[src/design/uer_pkg.sv]
// Package with the types and codes of the ultrasonic echo ranger.
`default_nettype none

package uer_pkg;

    // Measurement phase, one-hot.
    typedef enum logic [3:0] {
        PH_IDLE = 4'b0001,
        PH_TRIG = 4'b0010,
        PH_WAIT = 4'b0100,
        PH_MEAS = 4'b1000
    } phase_t;

    // Completion status codes.
    localparam logic [1:0] STATUS_OK           = 2'd0;
    localparam logic [1:0] STATUS_NO_RESPONSE  = 2'd1;
    localparam logic [1:0] STATUS_OUT_OF_RANGE = 2'd2;

    // Register indexes (byte address = 4 * index).
    localparam logic [1:0] REG_TRIGGER_WIDTH    = 2'd0;
    localparam logic [1:0] REG_RESPONSE_TIMEOUT = 2'd1;
    localparam logic [1:0] REG_UNIT_TICKS       = 2'd2;
    localparam logic [1:0] REG_RANGE_LIMIT      = 2'd3;

    // Register reset values.
    localparam logic [7:0]  TRIGGER_WIDTH_RST    = 8'd20;
    localparam logic [19:0] RESPONSE_TIMEOUT_RST = 20'd1000000;
    localparam logic [7:0]  UNIT_TICKS_RST       = 8'd9;
    localparam logic [15:0] RANGE_LIMIT_RST      = 16'd10000;

    // One result transaction.
    typedef struct packed {
        logic        trig;
        logic        busy_res;
        logic        done_res;
        logic [1:0]  status;
        logic [16:0] distance;
    } result_t;

endpackage

`default_nettype wire

[src/design/ultrasonic_echo_ranger_unit.sv]
// Results are registered. Throughput: one tick per clock cycle while the skid
// entry is empty; the phase and counter update is combinational, and a
// two-entry output buffer lets ticks keep flowing while one result waits.
// Reset clears the phase, counters and output buffer and loads the register
// defaults (20, 1000000, 9, 10000).
`default_nettype none

module ultrasonic_echo_ranger_unit
    import uer_pkg::*;
(
    input  wire logic        clk,
    input  wire logic        rst_n,
    // Tick channel
    input  wire logic        in_valid,
    output logic             in_stall,
    input  wire logic        start_req,
    input  wire logic        echo,
    // Result channel
    output logic             out_valid,
    input  wire logic        out_stall,
    output logic             trig,
    output logic             busy_res,
    output logic             done_res,
    output logic [1:0]       status,
    output logic [16:0]      distance,
    // Register port
    input  wire logic        psel,
    input  wire logic        penable,
    input  wire logic        pwrite,
    input  wire logic [3:0]  paddr,
    input  wire logic [31:0] pwdata,
    output logic [31:0]      prdata,
    output logic             pready
);

    logic [7:0]  trigger_width_reg;
    logic [19:0] response_timeout_reg;
    logic [7:0]  unit_ticks_reg;
    logic [15:0] range_limit_reg;

    phase_t      phase_reg, phase_next;
    logic [19:0] tick_count_reg, tick_count_next;
    logic [7:0]  unit_sub_reg, unit_sub_next;
    logic [15:0] unit_count_reg, unit_count_next;

    result_t     res_next;
    result_t     out_reg, skid_reg;
    logic        out_valid_reg, skid_valid_reg;

    logic        in_accept, out_accept, cfg_write;
    logic [1:0]  reg_index;
    logic [19:0] tick_inc;
    logic [7:0]  sub_inc;
    logic [15:0] count_inc;
    logic [17:0] dist_sum;

    // Register access
    assign pready    = 1'b1;
    assign reg_index = paddr[3:2];
    assign cfg_write = psel & penable & pwrite & pready;

    always_ff @(posedge clk or negedge rst_n)
    begin
        if (!rst_n)
        begin
            trigger_width_reg    <= TRIGGER_WIDTH_RST;
            response_timeout_reg <= RESPONSE_TIMEOUT_RST;
            unit_ticks_reg       <= UNIT_TICKS_RST;
            range_limit_reg      <= RANGE_LIMIT_RST;
        end
        else if (cfg_write)
        begin
            unique case (reg_index)
                REG_TRIGGER_WIDTH:    trigger_width_reg    <= pwdata[7:0];
                REG_RESPONSE_TIMEOUT: response_timeout_reg <= pwdata[19:0];
                REG_UNIT_TICKS:       unit_ticks_reg       <= pwdata[7:0];
                REG_RANGE_LIMIT:      range_limit_reg      <= pwdata[15:0];
                default:              ;
            endcase
        end
    end

    always_comb
    begin
        unique case (reg_index)
            REG_TRIGGER_WIDTH:    prdata = {24'd0, trigger_width_reg};
            REG_RESPONSE_TIMEOUT: prdata = {12'd0, response_timeout_reg};
            REG_UNIT_TICKS:       prdata = {24'd0, unit_ticks_reg};
            REG_RANGE_LIMIT:      prdata = {16'd0, range_limit_reg};
            default:              prdata = 32'd0;
        endcase
    end

    // Handshakes
    assign in_stall   = skid_valid_reg;
    assign in_accept  = in_valid & ~skid_valid_reg;
    assign out_accept = out_valid_reg & ~out_stall;

    assign tick_inc  = tick_count_reg + 20'd1;
    assign sub_inc   = unit_sub_reg + 8'd1;
    assign count_inc = unit_count_reg + 16'd1;
    // count * 3, halved by dropping the low bit
    assign dist_sum  = {2'b00, count_inc} + {1'b0, count_inc, 1'b0};

    // Advance the measurement by one tick
    always_comb
    begin
        phase_next      = phase_reg;
        tick_count_next = tick_count_reg;
        unit_sub_next   = unit_sub_reg;
        unit_count_next = unit_count_reg;
        res_next        = '0;
        res_next.status = STATUS_OK;

        unique case (phase_reg)
            PH_IDLE:
            begin
                if (start_req)
                begin
                    res_next.trig     = 1'b1;
                    res_next.busy_res = 1'b1;
                    if (20'd1 >= {12'd0, trigger_width_reg})
                    begin
                        phase_next      = PH_WAIT;
                        tick_count_next = 20'd0;
                    end
                    else
                    begin
                        phase_next      = PH_TRIG;
                        tick_count_next = 20'd1;
                    end
                end
            end
            PH_TRIG:
            begin
                res_next.trig     = 1'b1;
                res_next.busy_res = 1'b1;
                if (tick_inc >= {12'd0, trigger_width_reg})
                begin
                    phase_next      = PH_WAIT;
                    tick_count_next = 20'd0;
                end
                else
                begin
                    tick_count_next = tick_inc;
                end
            end
            PH_WAIT:
            begin
                if (echo)
                begin
                    res_next.busy_res = 1'b1;
                    phase_next        = PH_MEAS;
                    unit_sub_next     = 8'd0;
                    unit_count_next   = 16'd0;
                end
                else if (tick_inc >= response_timeout_reg)
                begin
                    res_next.done_res = 1'b1;
                    res_next.status   = STATUS_NO_RESPONSE;
                    phase_next        = PH_IDLE;
                    tick_count_next   = 20'd0;
                end
                else
                begin
                    res_next.busy_res = 1'b1;
                    tick_count_next   = tick_inc;
                end
            end
            PH_MEAS:
            begin
                res_next.busy_res = 1'b1;
                if (sub_inc >= unit_ticks_reg)
                begin
                    unit_sub_next   = 8'd0;
                    unit_count_next = count_inc;
                    if (count_inc >= range_limit_reg)
                    begin
                        res_next.busy_res = 1'b0;
                        res_next.done_res = 1'b1;
                        res_next.status   = STATUS_OUT_OF_RANGE;
                        phase_next        = PH_IDLE;
                    end
                    else if (!echo)
                    begin
                        res_next.busy_res = 1'b0;
                        res_next.done_res = 1'b1;
                        res_next.status   = STATUS_OK;
                        res_next.distance = dist_sum[17:1];
                        phase_next        = PH_IDLE;
                    end
                end
                else
                begin
                    unit_sub_next = sub_inc;
                end
            end
            default:
            begin
                phase_next = PH_IDLE;
            end
        endcase
    end

    // Hold measurement state; update only on an accepted tick
    always_ff @(posedge clk or negedge rst_n)
    begin
        if (!rst_n)
        begin
            phase_reg      <= PH_IDLE;
            tick_count_reg <= 20'd0;
            unit_sub_reg   <= 8'd0;
            unit_count_reg <= 16'd0;
        end
        else if (in_accept)
        begin
            phase_reg      <= phase_next;
            tick_count_reg <= tick_count_next;
            unit_sub_reg   <= unit_sub_next;
            unit_count_reg <= unit_count_next;
        end
    end

    // Output buffer: main register plus skid entry
    always_ff @(posedge clk or negedge rst_n)
    begin
        if (!rst_n)
        begin
            out_valid_reg  <= 1'b0;
            skid_valid_reg <= 1'b0;
        end
        else if (out_accept || !out_valid_reg)
        begin
            if (skid_valid_reg)
            begin
                out_valid_reg  <= 1'b1;
                skid_valid_reg <= 1'b0;
            end
            else
            begin
                out_valid_reg <= in_accept;
            end
        end
        else if (in_accept)
        begin
            skid_valid_reg <= 1'b1;
        end
    end

    always_ff @(posedge clk)
    begin
        if (out_accept || !out_valid_reg)
        begin
            if (skid_valid_reg)
            begin
                out_reg <= skid_reg;
            end
            else if (in_accept)
            begin
                out_reg <= res_next;
            end
        end
        else if (in_accept)
        begin
            skid_reg <= res_next;
        end
    end

    // Drive result ports
    assign out_valid = out_valid_reg;
    assign trig      = out_reg.trig;
    assign busy_res  = out_reg.busy_res;
    assign done_res  = out_reg.done_res;
    assign status    = out_reg.status;
    assign distance  = out_reg.distance;

endmodule

`default_nettype wire

[config.mk]
export PLATFORM = sky130hd
export DESIGN_NAME = ultrasonic_echo_ranger_unit
export DESIGN_NICKNAME = d
export VERILOG_FILES = /design/src/design/uer_pkg.sv /design/src/design/ultrasonic_echo_ranger_unit.sv
export SDC_FILE = /design/constraint.sdc
export NUM_CORES = 1
export LEC_CHECK = 0
export ABC_AREA = 1
export BUFFER_PORTS_ARGS = -buffer_cell sky130_fd_sc_hd__buf_2
export CORE_MARGIN = 2
export CORE_UTILIZATION = 25
export DETAILED_ROUTE_END_ITERATION = 12
export PLACE_DENSITY_LB_ADDON = 0.15
export SLEW_MARGIN = 20
export SYNTH_ARGS = -nofsm -noshare
export SYNTH_HDL_FRONTEND = slang
export SYNTH_SLANG_ARGS = --single-unit
[constraint.sdc]
create_clock -name clk -period 4.6 [get_ports clk]
set_clock_uncertainty 0.05 [all_clocks]
set_input_delay 0.46 -clock clk [delete_from_list [all_inputs] [get_ports clk]]
set_output_delay 0.46 -clock clk [all_outputs]
set_load 0.01 [all_outputs]
==> flow_metrics.py <==
metrics = {
    "grt": {
        "grt_pass1_wl_um": 39700,
        "grt_pass1_vias": 7098,
        "grt-ovfl-total": 0,
        "antenna_found_initial": 1,
        "grt_use_total": 0.135,
        "grt_max_degree": 71,
    },
    "setup_path": {
        "crit_chain": "ha_1 -> nand3_1 -> nor2_1 -> nand2_1 -> nor3_1 -> and3_1 -> nand2_1 -> xor2_1 -> ha_1 -> nand4_1 -> inv_1 -> a21oi_1 -> nand3_1 -> nor2_2 -> inv_1 -> or2_2 -> a21oi_1",
        "cp-start-kind": "flop",
        "r2r_start": "unit_count_reg[0]$_DFFE_PN0P_",
        "cp_top_family": "simple AND/OR/NAND/NOR gates",
        "crit_start": "unit_count_reg[0]$_DFFE_PN0P_",
        "critPathMaxStageDelay_ns": 0.45,
        "cp.arrival_ns": 4.13,
        "critPathKind": "reg2reg",
        "cp-end-kind": "flop",
        "slowest_stage": "dfrtp_1",
        "path_buf_inv": 2,
        "crit_fanout": 11,
        "reg2reg_slack_ns": 0.71,
        "crit_required_ns": 4.83,
    },
    "yosys": {
        "syn_area_um2": 9010,
        "yosysUniqueCellTypes": 44,
        "synth_top_area_share": 0.236,
        "netlist_instances": 1128,
        "synth_commonest_cells": "nand2_1 (282), inv_1 (182), dfrtp_1 (85)",
        "yosys.area.top_type": "dfrtp_1",
        "synth_area_leaders": "dfrtp_1 (24%), edfxtp_1 (15%), nand2_1 (12%)",
        "yosysSeqAreaShare": 0.432,
        "synth_edf_count": 44,
        "async_flop_share": 0.699,
        "avgSynthCellArea_um2": 7.99,
        "synth_most_common_cell": "nand2_1",
        "yosysWarnings": 0,
        "ys_ff_latch": 146,
        "synth_ff_type": "dfrtp_1",
    },
    "place": {
        "dpl.hpwl_um": 19000,
        "place.port_buffers": 74,
        "dp.cells": 1645,
        "gp_congestion": 0.778,
        "post-place-ws_ns": 0.659,
    },
    "clock_network": {
        "ctsHoldBuffers": 0,
        "cts_setup_buffers": 0,
        "clkTransAtPathRegs_ns": 0.07,
        "ctsLongestPathBuffers": 2,
        "clkSinkCount": 146,
        "tritoncts": "yes",
        "cts_resized": 0,
        "root_buffer": "clkbuf_16",
        "cts_buffers": 17,
        "htree_levels": 4,
        "clkLatencyLatePin_ns": 0.44,
    },
    "routing": {
        "dr_total_vias": 7282,
        "drc": 0,
        "viasPerCell": 4.34,
        "finalWirelength_um": 24600,
        "post_drt_wl_per_cell_um": 14.6,
        "drtAntennaViolNets": 0,
        "drt_iter0_markers": 376,
        "drt_first_pass_iters": 5,
    },
    "outcome": {
        "status": "finished clean",
    },
    "timing": {
        "fin_crit_sh": 0.847,
        "setup-tns-final_ns": 0,
        "worstMarginPinSlew_ns": 1.02,
        "rsz0062_at_grt": "false",
        "finalMaxSlewViolations": 0,
        "post-route-min-period_ns": 3.89,
        "fin_ws_ns": 0.706,
        "finalSetupViolCount": 0,
        "slew_headroom": 0.319,
        "finalHoldViolCount": 0,
        "max_freq_ghz": 0.257,
    },
    "finish": {
        "nNetsFinal": 1319,
        "finalNonFillerCells": 1679,
        "largest_register_ff_count": 22,
        "drive_gt1_frac": 0.132,
        "fillers": 3884,
        "seqCellArea_um2": 3890,
        "area_growth_pct": 16.4,
        "multi_input_area_um2": 4280,
        "diodes": 0,
    },
    "floorplan": {
        "fp.dieArea_um2": 37600,
        "num_rows": 69,
        "die_h_um": 194,
        "initial_core_util": 0.253,
        "die_w_um": 194,
        "core_um2": 35600,
        "ios": 102,
    },
    "min_path": {
        "min_path_type": "in2reg",
        "hp-start": "pwdata[18]",
    },
    "power_and_ir_drop": {
        "ir_worst_vdd_uv": 292,
        "p_leak_uw": 0.00528,
        "finalPower_uw": 5370,
        "powerDensity_nw_per_um2": 512,
    },
    "run": {
        "drv_cap": 0,
    },
}
path summary, 6_finish.rpt:
| check | end | cells after the start |
|---|---|---|
| hold reg to reg | phase_reg[0]$_DFFE_PN1P_ | 2 |
| setup reg to reg | distance[9]$_DFFE_PP_ | 17 |
| hold / removal | response_timeout_reg[18]$_DFFE_PN1P_ | 3 |
| max in group asynchronous | unit_ticks_reg[3]$_DFFE_PN1P_ | 3 |
| setup / recovery | distance[9]$_DFFE_PP_ | 17 |
| min in group asynchronous | tick_count_reg[19]$_DFFE_PN0P_ | 2 |
logic make-up (layout without fill, tap and decap cells):
family / after synthesis / in the layout / share of synthesized area
buffers and inverters: 222 / 301 / 0.0993
xor gates and xnor gates: 39 / 39 / 0.0379
DFF: 146 / 146 / 0.432
AOI/OAI and AO/OA: 177 / 177 / 0.110
adders and majority gates: 69 / 69 / 0.0958
other: 2 / 13 / 0.000833
and+or+nand+nor: 473 / 473 / 0.224
cells in the final DEF, fill, tap and decap left out, types with 4 or more instances in the layout:
cell type,n
o21ai_1,13
a21o_1,4
clkinv_1,4
clkbuf_16,19
nor2_4,5
clkinv_4,4
inv_1,182
nand4_1,15
nand2_1,282
a31oi_1,4
conb_1,13
o2111ai_1,7
xor2_1,34
xnor2_1,5
nor2_2,4
nand2_2,6
nand3_1,55
nor3_1,9
edfxtp_1,44
a21oi_1,41
dfrtp_1,85
dfstp_2,17
ha_1,69
o21ai_0,75
buf_4,6
o22ai_1,18
buf_2,73
nor2_1,77
or2_2,7
cell type report:
type                    count  share of cell area
well taps                 461              0.0550
inverters                 188              0.0672
clock inverters            11             0.00858
repair buffers             81              0.0427
multi-input cells         771               0.407
clock buffers              21              0.0479
flip-flops and latches    146               0.371
stage by stage:
step                cell area, um2   util  hold slack [ns]
floorplan                     9050      -            0.114
global placement              9860  0.277            0.415
detailed placement            9860  0.277            0.418
CTS                          10500  0.294            0.162
global route                 10500  0.295            0.195
finish                       10500  0.295            0.195
power by group:
group / internal (uW) / total [uW] / switching [uW]
Clock: 792 / 1400 / 607
Combinational: 783 / 2210 / 1420
Sequential: 1600 / 1770 / 172
Total: 3170 / 5370 / 2200
worst register-to-register path: stages (launching register included):
cell     delay [ns]
dfrtp_1        0.45
ha_1           0.22
nand3_1        0.11
nor2_1         0.11
nand2_1        0.09
nor3_1         0.32
and3_1         0.26
nand2_1        0.07
xor2_1         0.39
ha_1           0.34
nand4_1        0.10
inv_1          0.05
a21oi_1        0.14
nand3_1        0.18
nor2_2         0.17
inv_1          0.20
or2_2          0.36
a21oi_1        0.14
per-layer routing:
| layer | GRT usage | vias to the layer above | routed length [um] |
|---|---|---|---|
| met5 | 0 | - | 0 |
| met4 | 0.0359 | 0 | 288 |
| met3 | 0.0219 | 17 | 754 |
| met2 | 0.210 | 105 | 11000 |
| met1 | 0.193 | 3359 | 12500 |
| li1 | - | 3801 | - |
Power figures use the tool's default switching activity.
